**config.mk**
```make
export PLATFORM = sky130hd
export DESIGN_NAME = circular_queue_with_rotate
export DESIGN_NICKNAME = d
export VERILOG_FILES = /design/src/rtl/core/cqr_pkg.sv /design/src/rtl/core/cqr_out_reg.sv /design/src/rtl/core/circular_queue_with_rotate.sv
export SDC_FILE = /design/constraint.sdc
export NUM_CORES = 1
export LEC_CHECK = 0
export BUFFER_PORTS_ARGS = -buffer_cell sky130_fd_sc_hd__buf_2
export CORE_ASPECT_RATIO = 0.75
export CORE_MARGIN = 3
export CORE_UTILIZATION = 62
export CTS_CLUSTER_DIAMETER = 150
export DETAILED_ROUTE_END_ITERATION = 16
export MAX_ROUTING_LAYER = met4
export PLACE_DENSITY = 0.8
export SYNTH_ARGS = -nofsm -noshare
export SYNTH_HDL_FRONTEND = slang
export SYNTH_HIERARCHICAL = 1
export SYNTH_SLANG_ARGS = --single-unit
```
**constraint.sdc**
```tcl
create_clock -name clk -period 4.9 [get_ports clk]
set_input_delay 0.245 -clock clk [delete_from_list [all_inputs] [get_ports clk]]
set_output_delay 0.245 -clock clk [all_outputs]
set_load 0.03 [all_outputs]
```
**src/rtl/core/cqr_pkg.sv**
```systemverilog
// ----------------------------------------------------------------------------
// cqr_pkg: shared types and constants of the circular queue with rotate
// Operation codes, result record and the fixed field widths of the ports.
// ----------------------------------------------------------------------------
package cqr_pkg;

  localparam int CNT_W       = 5;   // count and capacity fields
  localparam int WORD_W      = 32;  // data_in and data_out fields
  localparam int SHIFT_W     = 4;   // shift_distance field
  localparam int FUNC_W      = 2;
  localparam int IN_TDATA_W  = 40;  // 38 bits of fields, padded to bytes
  localparam int OUT_TDATA_W = 40;  // 38 bits of fields, padded to bytes

  typedef enum logic [FUNC_W-1:0] {
    OP_PUSH    = 2'd0,
    OP_POP     = 2'd1,
    OP_PROMOTE = 2'd2,
    OP_DEMOTE  = 2'd3
  } cqr_func_t;

  // One finished result on its way to the output register.
  typedef struct packed {
    logic              ok;
    logic [WORD_W-1:0] data;
    logic [CNT_W-1:0]  count;
  } cqr_result_t;

endpackage

```
**src/rtl/core/cqr_out_reg.sv**
```systemverilog
// ----------------------------------------------------------------------------
// cqr_out_reg: result holding register of the circular queue
// Holds one result item until the downstream side takes it.
// ----------------------------------------------------------------------------
module cqr_out_reg
  import cqr_pkg::*;
(
  input  logic                   clk,
  input  logic                   rst,
  input  logic                   load,
  input  cqr_result_t            res,
  output logic                   free,
  output logic                   m_axis_tvalid,
  input  logic                   m_axis_tready,
  // [0] ok, [32:1] data_out, [37:33] count, [39:38] zero
  output logic [OUT_TDATA_W-1:0] m_axis_tdata
);

  cqr_result_t held;

  // A new result may enter when the register is empty or is emptied now.
  assign free = !m_axis_tvalid || m_axis_tready;

  always_ff @(posedge clk) begin
    if (rst) begin
      m_axis_tvalid <= 1'b0;
    end else if (load) begin
      m_axis_tvalid <= 1'b1;
    end else if (m_axis_tready) begin
      m_axis_tvalid <= 1'b0;
    end
  end

  always_ff @(posedge clk) begin
    if (load) begin
      held <= res;
    end
  end

  assign m_axis_tdata = {2'b00, held.count, held.data, held.ok};

endmodule

```
**src/rtl/core/circular_queue_with_rotate.sv**
```systemverilog
// ----------------------------------------------------------------------------
// circular_queue_with_rotate: ring-buffer queue with push, pop and rotations
// A queue over a ring whose length is set by the capacity register. Besides
// push and pop it can move the tail entry toward the head (promote) or the
// head entry toward the tail (demote) by a given number of places.
// ----------------------------------------------------------------------------
//
//  channel   signals                          carries
//  --------  -------------------------------  ---------------------------------
//  input     s_axis_tvalid/tready/tdata       func, data_in, shift_distance
//  result    m_axis_tvalid/tready/tdata       ok, data_out, count
//  config    cfg_valid/cfg_ready/cfg_data     capacity (5 bits)
//
//  Push, pop and every failed operation go from the idle state to the finish
//  state, from which their result enters the output register. A successful
//  rotation by n places walks the ring and writes the moved entry last, paced
//  by the single read port and single write port of the ring memory: one
//  entry is read and one entry moved per cycle.
//  Reset is synchronous and leaves the queue empty with a capacity of 16; the
//  ring memory itself is not cleared. A capacity write also empties the queue.
//  A new item is taken while a result still waits in the output register; a
//  stalled output only holds the block in its final step.
// ----------------------------------------------------------------------------
module circular_queue_with_rotate
  import cqr_pkg::*;
#(
  parameter int DEPTH      = 16,
  parameter int DATA_WIDTH = 32
) (
  input  logic                   clk,
  input  logic                   rst,
  input  logic                   s_axis_tvalid,
  output logic                   s_axis_tready,
  // [1:0] func, [33:2] data_in, [37:34] shift_distance, [39:38] zero
  input  logic [IN_TDATA_W-1:0]  s_axis_tdata,
  output logic                   m_axis_tvalid,
  input  logic                   m_axis_tready,
  // [0] ok, [32:1] data_out, [37:33] count, [39:38] zero
  output logic [OUT_TDATA_W-1:0] m_axis_tdata,
  input  logic                   cfg_valid,
  output logic                   cfg_ready,
  input  logic [CNT_W-1:0]       cfg_data
);

  localparam int IDX_W = (DEPTH > 1) ? $clog2(DEPTH) : 1;
  // Index arithmetic width: wide enough for an index plus one and for count.
  localparam int CW = ((IDX_W > CNT_W) ? IDX_W : CNT_W) + 1;
  // Largest ring length the capacity register can select in this build.
  localparam logic [CNT_W-1:0] CAP_MAX = CNT_W'((DEPTH < 31) ? DEPTH : 31);
  localparam logic [CNT_W-1:0] CAP_RESET = CNT_W'((DEPTH < 16) ? DEPTH : 16);

  typedef enum logic [3:0] {
    ST_IDLE    = 4'b0001,
    ST_ROT     = 4'b0010,
    ST_ROTLAST = 4'b0100,
    ST_FINISH  = 4'b1000
  } state_t;

  // Capacity as it acts: zero reads as one, anything above the depth as the
  // depth.
  function automatic logic [CNT_W-1:0] eff_of(input logic [CNT_W-1:0] c);
    if (c == '0) begin
      return CNT_W'(1);
    end else if (c > CAP_MAX) begin
      return CAP_MAX;
    end else begin
      return c;
    end
  endfunction

  function automatic logic [IDX_W-1:0] idx_inc(input logic [IDX_W-1:0] i,
                                               input logic [CNT_W-1:0] e);
    logic [CW-1:0] s;
    s = CW'(i) + CW'(1);
    return (s == CW'(e)) ? '0 : s[IDX_W-1:0];
  endfunction

  function automatic logic [IDX_W-1:0] idx_dec(input logic [IDX_W-1:0] i,
                                               input logic [CNT_W-1:0] e);
    return (i == '0) ? IDX_W'(e - CNT_W'(1)) : i - IDX_W'(1);
  endfunction

  // Queue state.
  state_t                state;
  logic [CNT_W-1:0]      eff_cap;
  logic [IDX_W-1:0]      head;
  logic [IDX_W-1:0]      tail;
  logic [CNT_W-1:0]      count;

  // Rotation walk: rd_ptr is the entry read last, prev_ptr the one before it.
  logic [IDX_W-1:0]      rd_ptr;
  logic [IDX_W-1:0]      prev_ptr;
  logic [SHIFT_W-1:0]    remaining;
  logic                  first;
  logic                  fwd;        // 1 walks toward the tail (demote)
  logic [DATA_WIDTH-1:0] moved;

  // Result bookkeeping.
  logic                  res_ok;
  logic                  res_pop;

  // Ring memory: one write port, one registered read port.
  logic [DATA_WIDTH-1:0] ring [DEPTH];
  logic                  mem_we;
  logic [IDX_W-1:0]      mem_waddr;
  logic [DATA_WIDTH-1:0] mem_wdata;
  logic                  mem_re;
  logic [IDX_W-1:0]      mem_raddr;
  logic [DATA_WIDTH-1:0] mem_rdata;

  // Input decode.
  cqr_func_t             op;
  logic [WORD_W-1:0]     data_in;
  logic [SHIFT_W-1:0]    shift_distance;
  logic [63:0]           din_ext;
  logic [63:0]           dout_ext;
  logic                  in_go;
  logic                  cfg_go;
  logic                  op_ok;
  logic [IDX_W-1:0]      tail_inc;
  logic [IDX_W-1:0]      head_inc;
  logic [IDX_W-1:0]      walk_next;

  // Output side.
  logic                  out_free;
  logic                  out_load;
  cqr_result_t           result;

  assign op             = cqr_func_t'(s_axis_tdata[FUNC_W-1:0]);
  assign data_in        = s_axis_tdata[FUNC_W +: WORD_W];
  assign shift_distance = s_axis_tdata[FUNC_W+WORD_W +: SHIFT_W];
  assign din_ext        = 64'(data_in);

  // Configuration is taken only between items and wins over a new item.
  assign cfg_ready     = (state == ST_IDLE);
  assign s_axis_tready = (state == ST_IDLE) && !cfg_valid;
  assign cfg_go        = cfg_valid && cfg_ready;
  assign in_go         = s_axis_tvalid && s_axis_tready;

  assign tail_inc  = idx_inc(tail, eff_cap);
  assign head_inc  = idx_inc(head, eff_cap);
  assign walk_next = fwd ? idx_inc(rd_ptr, eff_cap) : idx_dec(rd_ptr, eff_cap);

  // Whether the operation can be done with the present fill.
  always_comb begin
    unique case (op)
      OP_PUSH:    op_ok = (count < eff_cap);
      OP_POP:     op_ok = (count != '0);
      OP_PROMOTE: op_ok = (count > CNT_W'(shift_distance));
      OP_DEMOTE:  op_ok = (count > CNT_W'(shift_distance));
      default:    op_ok = 1'b0;
    endcase
  end

  // Memory port steering. The rotation writes the word in the read register
  // into the entry walked before it while reading the next one; the walked
  // entries are distinct, so the read and the write never meet on one entry.
  always_comb begin
    mem_we    = 1'b0;
    mem_waddr = tail_inc;
    mem_wdata = din_ext[DATA_WIDTH-1:0];
    mem_re    = 1'b0;
    mem_raddr = walk_next;
    unique case (state)
      ST_IDLE: begin
        if (in_go && op_ok) begin
          unique case (op)
            OP_PUSH: begin
              mem_we = 1'b1;
            end
            OP_POP: begin
              mem_re    = 1'b1;
              mem_raddr = head;
            end
            OP_PROMOTE: begin
              mem_re    = 1'b1;
              mem_raddr = tail;
            end
            OP_DEMOTE: begin
              mem_re    = 1'b1;
              mem_raddr = head;
            end
            default: begin
              mem_re = 1'b0;
            end
          endcase
        end
      end
      ST_ROT: begin
        mem_we    = !first;
        mem_waddr = prev_ptr;
        mem_wdata = mem_rdata;
        mem_re    = (remaining != '0);
      end
      ST_ROTLAST: begin
        mem_we    = 1'b1;
        mem_waddr = rd_ptr;
        mem_wdata = moved;
      end
      ST_FINISH: begin
        mem_we = 1'b0;
      end
      default: begin
        mem_we = 1'b0;
      end
    endcase
  end

  always_ff @(posedge clk) begin
    if (mem_we) begin
      ring[mem_waddr] <= mem_wdata;
    end
    if (mem_re) begin
      mem_rdata <= ring[mem_raddr];
    end
  end

  // Control and pointer registers.
  always_ff @(posedge clk) begin
    if (rst) begin
      state   <= ST_IDLE;
      eff_cap <= CAP_RESET;
      head    <= '0;
      tail    <= IDX_W'(CAP_RESET - CNT_W'(1));
      count   <= '0;
    end else begin
      unique case (state)
        ST_IDLE: begin
          if (cfg_go) begin
            eff_cap <= eff_of(cfg_data);
            head    <= '0;
            tail    <= IDX_W'(eff_of(cfg_data) - CNT_W'(1));
            count   <= '0;
          end else if (in_go) begin
            state <= ST_FINISH;
            if (op_ok) begin
              unique case (op)
                OP_PUSH: begin
                  tail  <= tail_inc;
                  count <= count + CNT_W'(1);
                end
                OP_POP: begin
                  head  <= head_inc;
                  count <= count - CNT_W'(1);
                end
                OP_PROMOTE: state <= ST_ROT;
                OP_DEMOTE:  state <= ST_ROT;
                default:    state <= ST_FINISH;
              endcase
            end
          end
        end
        ST_ROT: begin
          if (remaining == '0) begin
            state <= ST_ROTLAST;
          end
        end
        ST_ROTLAST: begin
          state <= ST_FINISH;
        end
        ST_FINISH: begin
          if (out_free) begin
            state <= ST_IDLE;
          end
        end
        default: begin
          state <= ST_IDLE;
        end
      endcase
    end
  end

  // Rotation walk and result bookkeeping.
  always_ff @(posedge clk) begin
    if (state == ST_IDLE && in_go) begin
      res_ok    <= op_ok;
      res_pop   <= (op == OP_POP) && op_ok;
      fwd       <= (op == OP_DEMOTE);
      rd_ptr    <= (op == OP_DEMOTE) ? head : tail;
      remaining <= shift_distance;
      first     <= 1'b1;
    end else if (state == ST_ROT) begin
      first <= 1'b0;
      if (first) begin
        moved <= mem_rdata;
      end
      if (remaining != '0) begin
        prev_ptr  <= rd_ptr;
        rd_ptr    <= walk_next;
        remaining <= remaining - SHIFT_W'(1);
      end
    end
  end

  // The popped word stays in the read register until the result is loaded.
  assign dout_ext     = 64'(mem_rdata);
  assign result.ok    = res_ok;
  assign result.data  = res_pop ? dout_ext[WORD_W-1:0] : '0;
  assign result.count = count;
  assign out_load     = (state == ST_FINISH) && out_free;

  cqr_out_reg u_out_reg (
    .clk           (clk),
    .rst           (rst),
    .load          (out_load),
    .res           (result),
    .free          (out_free),
    .m_axis_tvalid (m_axis_tvalid),
    .m_axis_tready (m_axis_tready),
    .m_axis_tdata  (m_axis_tdata)
  );

`ifndef SYNTHESIS
  a_count_in_range: assert property (@(posedge clk) disable iff (rst)
    count <= eff_cap)
    else $error("entry count exceeds ring length");

  a_pointers_in_ring: assert property (@(posedge clk) disable iff (rst)
    (CW'(head) < CW'(eff_cap)) && (CW'(tail) < CW'(eff_cap)))
    else $error("head or tail outside the ring");

  a_failed_op_keeps_state: assert property (@(posedge clk) disable iff (rst)
    (in_go && !op_ok) |=> (count == $past(count)) && (head == $past(head))
                          && (tail == $past(tail)))
    else $error("failed operation changed the queue");

  a_no_write_when_idle: assert property (@(posedge clk) disable iff (rst)
    (mem_we && state == ST_IDLE) |-> (in_go && op == OP_PUSH && op_ok))
    else $error("ring written without an accepted push");
`endif

endmodule

```
== Yosys cells after proc, flatten, opt, wreduce, memory -nomap -nowiden ==
Memories as Yosys holds them, arrays and structs flattened. A register that Yosys moved wholly into a read port is not among the register bits.
Cells that the tools add are included.

* Flip-flop bits (word level): 109
* RAM bits: 512
* Memories kept: 1
* Logic and storage cells: 133
* Bits of input ports: 50
* Output and inout bits: 43

{| class="wikitable"
|+ Memories
! memory !! depth !! bits a word !! read ports !! clocked after memory_dff !! wr ports !! line !! text
|-
| ring || 16 || 32 || 1 || 1 || 1 || circular_queue_with_rotate.sv:103 || <nowiki>logic [DATA_WIDTH-1:0] ring [DEPTH];</nowiki>
|}

* Bitwise gates (word level): 1
* Mux-type cells: 52
* Equality and inequality tests: 14
* Reductions and logical operators: 36
* Add/sub/neg operators: 9
* $lt $le $gt $ge: 3

{| class="wikitable"
|+ Operator list
! kind !! count
|-
| $mux W4 || 31
|-
| $pmux W32 S2 || 1
|-
| $mux W5 || 5
|-
| $pmux W4 S2 || 2
|-
| $pmux W4 S4 || 1
|-
| $reduce_and A4 Y1 || 4
|-
| $sub A4 B1 Y4 const B || 4
|-
| $add A4 B1 Y5 const B || 3
|-
| $eq A5 B5 Y1 || 3
|-
| $reduce_bool A2 Y1 || 7
|-
| $pmux W5 S2 || 1
|-
| $logic_not A4 Y1 || 2
|-
| $mux W1 || 8
|-
| $logic_and A1 B1 Y1 || 7
|-
| $ne A2 B2 Y1 const B || 3
|-
| $pmux W1 S3 || 2
|-
| $reduce_and A3 Y1 || 2
|-
| $add A5 B1 Y5 const B || 1
|-
| $gt A5 B4 Y1 || 1
|-
| $gt A5 B5 Y1 const B || 1
|-
| $logic_not A5 Y1 || 1
|-
| $lt A5 B5 Y1 || 1
|-
| $reduce_bool A5 Y1 || 1
|-
| $sub A5 B1 Y5 const B || 1
|-
| other kinds (17) || 22
|}

== Logic depth before layout (Yosys ltp) ==
Gate-level depths: netlist of the first run.

* Depth in word-level cells: 8
* Mapped depth: 15
* Depth with buffers taken out: 13

== Cells and area by module ==
Netlist of the first run, hierarchy kept.

{| class="wikitable"
|+ Modules (own cells, without submodules)
! module !! area each (um^2) !! seq. area each (um^2) !! cells each !! instances
|-
| circular_queue_with_rotate || 25717.2 || 18207.5 || 2085 || 1
|-
| cqr_out_reg || 1206.2 || 1161.1 || 45 || 1
|}

== Worst setup path before layout of the first run ==
OpenSTA, ideal clock, no wires.

* Kind: flip-flop to flip-flop
* From: register tail[0]
* To: memory ring[12][0], enable pin
* Period minus slack after synthesis: 4.293 ns
* Path slack: 0.607 ns
* Data arrival time: 3.872 ns
* Path buffers: 0
* Setup time: 0.421 ns
* Cell stages (with the launch flop): 11
* Data required time: 4.479 ns
* Cells stage by stage: dfxtp_1 ha_1 nor2b_1 or3_1 a21oi_1 a41oi_1 or4_1 and2_1 a222oi_1 nand3_1 nor2_1

* Longest elaborated chain between the ends: 4

{| class="wikitable"
|+ RTL lines
! item !! line !! text
|-
| from (decl) || circular_queue_with_rotate.sv:87 || <nowiki>logic [IDX_W-1:0] tail;</nowiki>
|-
| from (signal assigned) || circular_queue_with_rotate.sv:224 || <nowiki>tail <= IDX_W'(CAP_RESET - CNT_W'(1));</nowiki>
|-
| from (signal assigned) || circular_queue_with_rotate.sv:232 || <nowiki>tail <= IDX_W'(eff_of(cfg_data) - CNT_W'(1));</nowiki>
|-
| from (signal assigned) || circular_queue_with_rotate.sv:239 || <nowiki>tail <= tail_inc;</nowiki>
|-
| $add A4 B1 Y5 (*) || circular_queue_with_rotate.sv:74 || <nowiki>s = CW'(i) + CW'(1);</nowiki>
|-
| $eq A5 B5 Y1 || circular_queue_with_rotate.sv:75 || <nowiki>return (s == CW'(e)) ? '0 : s[IDX_W-1:0];</nowiki>
|-
| $mux W4 (*) || circular_queue_with_rotate.sv:75 ||
|-
| $pmux W4 S2 (*) || circular_queue_with_rotate.sv:164 || <nowiki>unique case (state)</nowiki>
|-
| to (decl) || circular_queue_with_rotate.sv:103 ||
|}

Mark *: on every way between the ends. The rest lies on a longest branch, timed or not.

== Worst setup path in the final report of the first run ==
* From: register tail[0]
* To: memory ring[0][19], enable pin

The elaborated chain is that of the path after synthesis.

==> results.cfg, run 1 <==
[sta]
fin_skew_ps = 13.96
slew_violations = 0
setup_viol = 0
worst_hold_slack_ps = 35.89
hold_viol_final = 0
period_minus_slack_ps = 4372
fmax_ghz = 0.2287
rsz0062_at_grt = false
fin_crit_sh_pct = 89.23
tns_ps = 0
max_slew_margin_pct = 29.45
max_slew.worst_pin.slew_ps = 1056

[die]
initial_core_util_pct = 63.42
die_y_um = 186.5
num_rows = 65
coreArea_um2 = 42450
dieArea_um2 = 45990
die_w_um = 246.6
io_pins = 93

[placement]
dp_cells = 2725
port-buffer-count = 88
post-dp-hpwl_um = 38800
dpl-instance-area_um2 = 28230
gp_congestion = 0.8638

[synthesis]
yosys.area.top_type = edfxtp_1
synth_top_area_share_pct = 70.16
synthArstFlopShare_pct = 0
yosysSeqAreaShare_pct = 71.94
synthTopCellsByArea = edfxtp_1 70%, nand2_1 7.4%, nand3_1 3.0%, nor2_1 2.1%, a21oi_1 1.9%
ys_warn_count = 6
netlist_area_um2 = 26920
synth_ff_type = edfxtp_1
avgSynthCellArea_um2 = 12.64
ys_seq_elements = 653
synthCells = 2130
synth_edf_count = 629
ys_types = 66

[critical_path]
arrival_ps = 4610
worst-setup-path-type = reg2reg
critPathLaunchType = flop
path_max_fanout = 32
worstPathRequired_ps = 5130
endpoint_kind = flop

[layout]
n_antenna_cell = 0
fin_cells = 2835
drive_above_1_share_pct = 12.27
utilization_pct = 70.84
num-nets-final = 2290
design_area_um2 = 30080
area_growth_pct = 11.71
final_cell_mix = 629 x edfxtp_1, 529 x nand2_1, 163 x nand3_1, 137 x nor2_1, 99 x a21oi_1
layout_commonest_cell = edfxtp_1

[global_route]
grt_max_degree = 108
grtUsageTotal_pct = 30.18
antenna_found_initial = 1
grt_pass1_vias = 17240
grt_first_pass_wirelength_um = 101900
grt-ovfl-total = 0

[cts]
path_clk_slew_ps = 60
ctsLongestPathBuffers = 3
cts_root_buffer = clkbuf_16
clock-sinks = 653
cts_tree = done
clock_latency_ps = 600
postCtsHoldBufs = 5
h-tree-depth = 2
post_cts_buffers = 0
cts_buffers = 58
cts_resized = 0

[route]
drcViolationCount = 0
finalWirelength_um = 67760
dr.pass1.iters = 6
ant_nets = 0
vias = 18120
drt_iter0_drc = 2394
viasPerCell = 6.391
wl_met3_um = 8466
wl_met2_um = 30780
post_drt_wl_per_cell_um = 23.90
drt-met1-wl_um = 26900
dr.max_layer_used = met4

[power_and_ir_drop]
p_per_area_nw_per_um2 = 390.2
ir_drop_mv = 0.2692
p_leak_nw = 10.66

[status]
outcome = finished, final reports clean

[worst_hold_path]
hold_class = in2reg

[flow_run]
max_cap_violations = 0
==> final timing paths <==
kind                                  startpoint  slack, ps  depth (start not counted)                         to
worst min-delay path            s_axis_tdata[34]         40                          3               remaining[0]
worst max-delay path                     tail[0]        530                         11                ring[0][19]
worst max register to register           tail[0]        530                         11                ring[0][19]
worst min register to register            res_ok        460                          0  u_out_reg/m_axis_tdata[0]
==> registers in the layout, indices dropped and copies added (netlist names) <==
signal	count
res_ok	1
eff_cap	5
mem_rdata	32
rd_ptr	4
tail	4
ring	512
first	1
res_pop	1
prev_ptr	4
head	4
u_out_reg/m_axis_tdata	38
moved	32
count	5
remaining	4
state	4
fwd	1
u_out_reg/m_axis_tvalid	1
==> worst max-delay path: stages (launching register included) <==
cell and delay, ps:
dfxtp_1 520, ha_1 380, nor2b_1 100, or3_1 310, a21oi_1 140, a41oi_1 60
or4_1 560, and2_1 230, a222oi_1 430, nand3_1 500, nor2_4 220, buf_4 540
==> final cells by class <==
class                   count  area [um^2]
clock inverters            35        277.8
well taps                 569        711.9
clock buffers              70         1518
flip-flops and latches    653        19370
inverters                  33        125.1
fillers                  2686        12380
repair buffers            153         1091
multi-input cells        1322         6983
==> power breakdown <==
group	internal (mW)	total (mW)	switching, mW	leakage [nW]
registers	6.17	6.20	0.0323	5.86
logic	0.361	1.18	0.816	3.94
clock network	2.41	4.36	1.95	0.871
total	8.94	11.7	2.80	10.7
==> synth_stat cells, drive strengths merged (3+ instances only) <==
| cell type | number |
|---|---|
| clkbuf | 42 |
| xor2 | 9 |
| a211oi | 3 |
| o21ai | 19 |
| a21oi | 103 |
| and2 | 36 |
| a32oi | 31 |
| o31a | 4 |
| edfxtp | 629 |
| or4 | 3 |
| a21o | 10 |
| mux2i | 17 |
| xnor2 | 15 |
| o21a | 3 |
| nand2 | 530 |
| nand2b | 13 |
| dfxtp | 24 |
| nor4 | 17 |
| nor3 | 30 |
| or2 | 3 |
| a22oi | 37 |
| inv | 32 |
| o31ai | 5 |
| or3 | 4 |
| nor2b | 8 |
| ha | 18 |
| nor4b | 4 |
| buf | 81 |
| a31oi | 6 |
| nand3b | 4 |
| nor2 | 154 |
| nand3 | 163 |
| a22o | 4 |
| nand4 | 6 |
| o22ai | 30 |
| a2111oi | 3 |
| o211ai | 5 |
==> metal layers <==
| metal | vias up | global-route usage, % |
|---|---|---|
| met1 | 8839 | 44.12 |
| li1 | 7917 | - |
| met4 | 0 | 8.145 |
| met2 | 1221 | 44.25 |
| met5 | - | - |
| met3 | 142 | 5.674 |
==> cells by family after synthesis <==
logic type | Yosys count | synth area share, %
AND/OR/NAND/NOR | 980 | 15.98
flip-flops | 653 | 71.94
AO/OA/AOI/OAI | 278 | 6.864
buffers and inverters | 156 | 2.793
XOR/XNOR | 24 | 0.7808
adder cells (fa/ha/maj) | 19 | 0.9109
multiplexers | 19 | 0.7157
other | 1 | 0.01393
==> stage by stage <==
stage	setup slack (ps)	power (mW)
6_report	527.6	11.73
4_1_cts	602.4	11.75
3_3_place_gp	809.4	7.418
3_5_place_dp	666.6	7.458
5_1_grt	290.9	12.09
2_1_floorplan	607.4	7.091
Power figures use the tool's default switching activity.
==> run 2: changes to the inputs <==
--- a/config.mk
+++ b/config.mk
@@ -8,2 +8,3 @@
 export BUFFER_PORTS_ARGS = -buffer_cell sky130_fd_sc_hd__buf_2
+export CAP_MARGIN = 20
 export CORE_ASPECT_RATIO = 0.75
@@ -17,3 +18,2 @@
 export SYNTH_HDL_FRONTEND = slang
-export SYNTH_HIERARCHICAL = 1
 export SYNTH_SLANG_ARGS = --single-unit
==> constraint.sdc (replaced) <==
create_clock -name clk -period 4.9 [get_ports clk]
set_input_delay 0.735 -clock clk [delete_from_list [all_inputs] [get_ports clk]]
set_output_delay 0.735 -clock clk [all_outputs]
set_load 0.03 [all_outputs]
==> results.cfg, run 2 <==
[synthesis]
synthCells = 1953
synthTopCellsByArea = edfxtp_1 71%, nand2_1 7.0%, a32oi_1 3.2%, a22oi_1 1.9%, a21oi_1 1.9%
avgSynthCellArea_um2 = 13.57
netlist_area_um2 = 26510
synth_ff_type = edfxtp_1
ys_types = 72
yosysSeqAreaShare_pct = 73.06
ys_seq_elements = 653
synthArstFlopShare_pct = 0
yosysMostFrequentCell = edfxtp_1
synth_edf_count = 629
yosys.area.top_type = edfxtp_1
ys_warn_count = 0
synthTopCellsByCount = 629 x edfxtp_1, 492 x nand2_1, 100 x a21oi_1
synth_top_area_share_pct = 71.24

[sta]
max_slew_margin_pct = 46.51
hold_viol_final = 0
rsz0062_at_grt = false
setup_viol = 0
fmax_ghz = 0.2372
slew_violations = 0
fin_crit_sh_pct = 86.03
fin_skew_ps = 24.62
period_minus_slack_ps = 4215
tns_ps = 0
max_slew.worst_pin.slew_ps = 800.8

[route]
viasPerCell = 6.438
ant_nets = 0
dr.max_layer_used = met4
drt_iter0_drc = 2114
post_drt_wl_per_cell_um = 24.06
vias = 16940
finalWirelength_um = 63320
wl_met3_um = 6970
wl_met2_um = 29260
dr.pass1.iters = 5
drt-met1-wl_um = 25460
drcViolationCount = 0

[die]
die_y_um = 185.1
dieArea_um2 = 45300
coreArea_um2 = 41480
io_pins = 93
num_rows = 64
initial_core_util_pct = 63.91
die_w_um = 244.8

[critical_path]
endpoint_kind = flop
worstPathRequired_ps = 5240
critPathLaunchType = flop
path_max_fanout = 49
cp_slowest_cell = a22o_4
cp_cell_sequence = inv_1 -> ha_1 -> nor3b_2 -> mux2i_1 -> ha_1 -> nor2_1 -> a31oi_1 -> a22o_4 -> and2_1 -> buf_12 -> nand3_1 -> nand4_1 -> nand2_1
worst-setup-path-type = reg2reg
path_common_cell = ha_1
cpPeakStageDelay_ps = 610
arrival_ps = 4560

[placement]
gp_congestion = 0.8462
dpl-instance-area_um2 = 27730
port-buffer-count = 88
post-dp-hpwl_um = 34600

[power_and_ir_drop]
p_per_area_nw_per_um2 = 393.7
p_leak_nw = 10.17
ir_drop_mv = 0.3275

[layout]
n_antenna_cell = 0
design_area_um2 = 29530
area_growth_pct = 11.37
layout_commonest_cell = edfxtp_1
multi_input_area_um2 = 6685
num-nets-final = 2096
seq_area_um2 = 19370
largest_reg_flops = 512
drive_above_1_share_pct = 12.22
final_cell_mix = 629 x edfxtp_1, 491 x nand2_1, 100 x a21oi_1, 96 x a32oi_1, 88 x buf_2
regMostFlops = ring
fill_cells = 2656

[global_route]
grt_max_degree = 131
grt_pass1_vias = 16370
grtUsageTotal_pct = 28.72
grt-ovfl-total = 0
grt_first_pass_wirelength_um = 95520
antenna_found_initial = 0

[cts]
cts_resized = 0
post_cts_buffers = 0
clock_latency_ps = 610
clock-sinks = 653
cts_tree = done
path_clk_slew_ps = 70
cts_buffers = 58
cts_root_buffer = clkbuf_16
postCtsHoldBufs = 0
h-tree-depth = 2
ctsLongestPathBuffers = 3

[worst_hold_path]
hold_class = reg2reg

[flow_run]
max_cap_violations = 0

[status]
outcome = finished, final reports clean
## run 2: final cells by class
class / instances / area share (%)
clock buffer: 79 / 5.288
clock inverter: 24 / 0.5848
inverter: 23 / 0.2924
multi-input combinational: 1156 / 22.64
sequential: 653 / 65.60
tap: 561 / 2.377
timing repair buffer: 135 / 3.220
## run 2: logic make-up after synthesis
logic type               count (synthesis)  synth area share (%)
XOR/XNOR                                25                0.8259
adder cells (fa/ha/maj)                 19                0.9250
AO/OA/AOI/OAI                          320                 8.660
AND/OR/NAND/NOR                        749                 12.49
other                                    1               0.01414
buffers and inverters                  145                 2.468
flip-flops                             653                 73.06
multiplexers                            41                 1.562
## run 2: path summary, 6_finish.rpt
| kind | slack, ps | endpoint | cells past startpoint | startpoint |
|---|---|---|---|---|
| hold reg to reg | 420 | u_out_reg.m_axis_tdata[0] | 0 | res_ok |
| hold / removal | 420 | u_out_reg.m_axis_tdata[0] | 0 | res_ok |
| setup reg to reg | 680 | mem_rdata[21] | 13 | rd_ptr[1] |
| setup / recovery | 680 | mem_rdata[21] | 13 | rd_ptr[1] |
## run 2: through the flow
stage / instances / hold WS (ps) / utilization [%] / setup WS (ps) / total power, mW
2_1_floorplan: 1954 / 400.3 / - / 877.4 / 7.099
3_3_place_gp: 2525 / 411.8 / 66.84 / 673.4 / 7.400
3_5_place_dp: 2525 / 410.7 / 66.84 / 605.4 / 7.448
4_1_cts: 2628 / 398.6 / 71.02 / 807.9 / 11.62
5_1_grt: 2631 / 443.2 / 71.18 / 575.9 / 11.97
6_report: 2631 / 424.3 / 71.18 / 684.7 / 11.62
## run 2: report_power, final
| part | internal [mW] | total, mW | leakage [nW] | switching [mW] |
|---|---|---|---|---|
| sequential | 6.18 | 6.21 | 5.86 | 0.0356 |
| clock | 2.33 | 4.26 | 0.847 | 1.94 |
| combinational | 0.358 | 1.15 | 3.46 | 0.791 |
## run 2: routing by layer
metal / vias up / GRT usage [%]
met1: 8343 / 40.60
met5: - / -
met3: 133 / 4.790
met2: 1013 / 43.95
li1: 7450 / -
met4: 0 / 8.355
## run 2: worst max-delay path: cells and delay by family (launching register included)
family | cells | cell delay (ps)
mux | 1 | 430
compound gates | 2 | 970
buf+inv | 2 | 470
flops | 1 | 460
simple gates | 6 | 1170
fa+ha+maj | 2 | 420
==> run 3: changes to the inputs <==
Settings changed: BUFFER_PORTS_ARGS -buffer_cell sky130_fd_sc_hd__buf_2 to default, CORE_UTILIZATION 62 to 55, CTS_CLUSTER_SIZE from default to 16, DONT_BUFFER_PORTS from default to 1, PLACE_DENSITY 0.8 to 0.7.
==> results.cfg, run 3 (synthesized netlist as in run 2, its figures left out) <==
[critical_path]
critPathLaunchType = flop
cp_cell_sequence = ha_1 -> nor3b_1 -> o221ai_1 -> a2111oi_2 -> nor3_1 -> a221o_1 -> nand2b_1 -> nor2_4 -> buf_4
cp_slowest_cell = nor2_4
cpPeakStageDelay_ps = 700
worstPathRequired_ps = 5170
timing.critical_path.from = tail[0]
regToRegSetupSlack_ps = 780
r2r_start = tail[0]
worst-setup-path-type = reg2reg
path_max_fanout = 17
endpoint_kind = flop
arrival_ps = 4380

[cts]
h-tree-depth = 2
cts_tree = done
clock-sinks = 653
clock_latency_ps = 580
cts_root_buffer = clkbuf_16
post_cts_buffers = 0
cts_buffers = 46
path_clk_slew_ps = 70
cts_resized = 0
ctsLongestPathBuffers = 3
postCtsHoldBufs = 0

[route]
finalWirelength_um = 62190
post_drt_wl_per_cell_um = 24.11
viasPerCell = 6.263
drt_iter0_drc = 1980
dr.pass1.iters = 5
vias = 16150
ant_nets = 0
drcViolationCount = 0

[power_and_ir_drop]
ir_drop_mv = 0.2908
p_per_area_nw_per_um2 = 375.9
p_leak_nw = 9.623

[sta]
rsz0062_at_grt = false
period_minus_slack_ps = 4116
fin_crit_sh_pct = 83.99
setup_viol = 0
max_slew_margin_pct = 33.10
fmax_ghz = 0.2430
setup_ws_ps = 784.4
hold_viol_final = 0
max_slew.worst_pin.slew_ps = 1001
tns_ps = 0
slew_violations = 0
fin_skew_ps = 15.24

[layout]
area_growth_pct = 8.608
drive_above_1_share_pct = 7.629
design_area_um2 = 28790
final_cell_mix = 629 x edfxtp_1, 491 x nand2_1, 100 x a21oi_1, 96 x a32oi_1, 68 x nand3_1
layout_commonest_cell = edfxtp_1
n_antenna_cell = 0
num-nets-final = 2000
largest_reg_flops = 512
regMostFlops = ring

[global_route]
grt_first_pass_wirelength_um = 94170
grt_max_degree = 81
grt_pass1_vias = 15490
grt-ovfl-total = 0
antenna_found_initial = 1
grtUsageTotal_pct = 25.15

[placement]
gp_congestion = 0.8178
port-buffer-count = 0
dpl-instance-area_um2 = 27550
post-dp-hpwl_um = 34740
preCtsSetupSlack_ps = 772.4

[flow_run]
max_cap_violations = 0

[die]
io_pins = 93
coreArea_um2 = 47480
initial_core_util_pct = 55.83
die_y_um = 196.1
die_w_um = 259.5
dieArea_um2 = 50900
num_rows = 69

[status]
outcome = finished, final reports clean

[worst_hold_path]
min_from = rst
hold_class = in2reg
run 3: cell types whose count changed in the layout (fill, tap and decap cells not counted), sizes merged:
| cell | before | now |
|---|---|---|
| buf | 135 | 51 |
| clkbuf | 79 | 53 |
| clkinv | 20 | 2 |
| bufinv | 2 | 0 |
run 3: metal layers:
metal | wire length (um) | GRT usage [%] | vias to the layer above
met3 | 5628 | 4.504 | 118
met5 | 0 | - | -
met4 | 1483 | 6.141 | 0
met1 | 26740 | 36.34 | 8083
met2 | 28340 | 37.57 | 715
li1 | - | - | 7235
run 3: stage by stage:
| stage | util, % | instances | hold WS, ps | power (mW) |
|---|---|---|---|---|
| 2_1_floorplan | - | 1954 | 400.3 | 7.099 |
| 3_3_place_gp | 58.03 | 2522 | 412.9 | 7.419 |
| 3_5_place_dp | 58.03 | 2522 | 418.8 | 7.451 |
| 4_1_cts | 60.64 | 2579 | 188.4 | 10.90 |
| 5_1_grt | 60.64 | 2579 | 197.9 | 11.21 |
| 6_report | 60.64 | 2579 | 218.3 | 10.82 |
run 3: report_power, final:
group          switching [mW]  internal, mW  total (mW)
Combinational           0.771         0.357        1.13
Sequential             0.0377          6.17        6.21
Clock                    1.78          1.71        3.48
Total                    2.59          8.24        10.8
run 3: worst paths after layout:
path / to / cells past startpoint
max: ring[6][30] / 9
max reg2reg: ring[6][30] / 9
min: u_out_reg.m_axis_tvalid / 1
min reg2reg: u_out_reg.m_axis_tdata[0] / 0
run 3: final cells by class:
cell class                      count  area [um^2]
Timing Repair Buffer               51        608.1
Inverter                           23        86.33
Tap cell                          639        799.5
Multi-Input combinational cell   1156         6690
Clock inverter                      4        63.81
Sequential cell                   653        19370
Clock buffer                       53         1177
Fill cell                        3507        18690
run 3: critical path, delay by kind of cell (launching register included):
kind / cells / cell delay, ps
compound gates: 3 / 1190
fa+ha+maj: 1 / 330
buf+inv: 1 / 380
flops: 1 / 510
simple gates: 4 / 1370
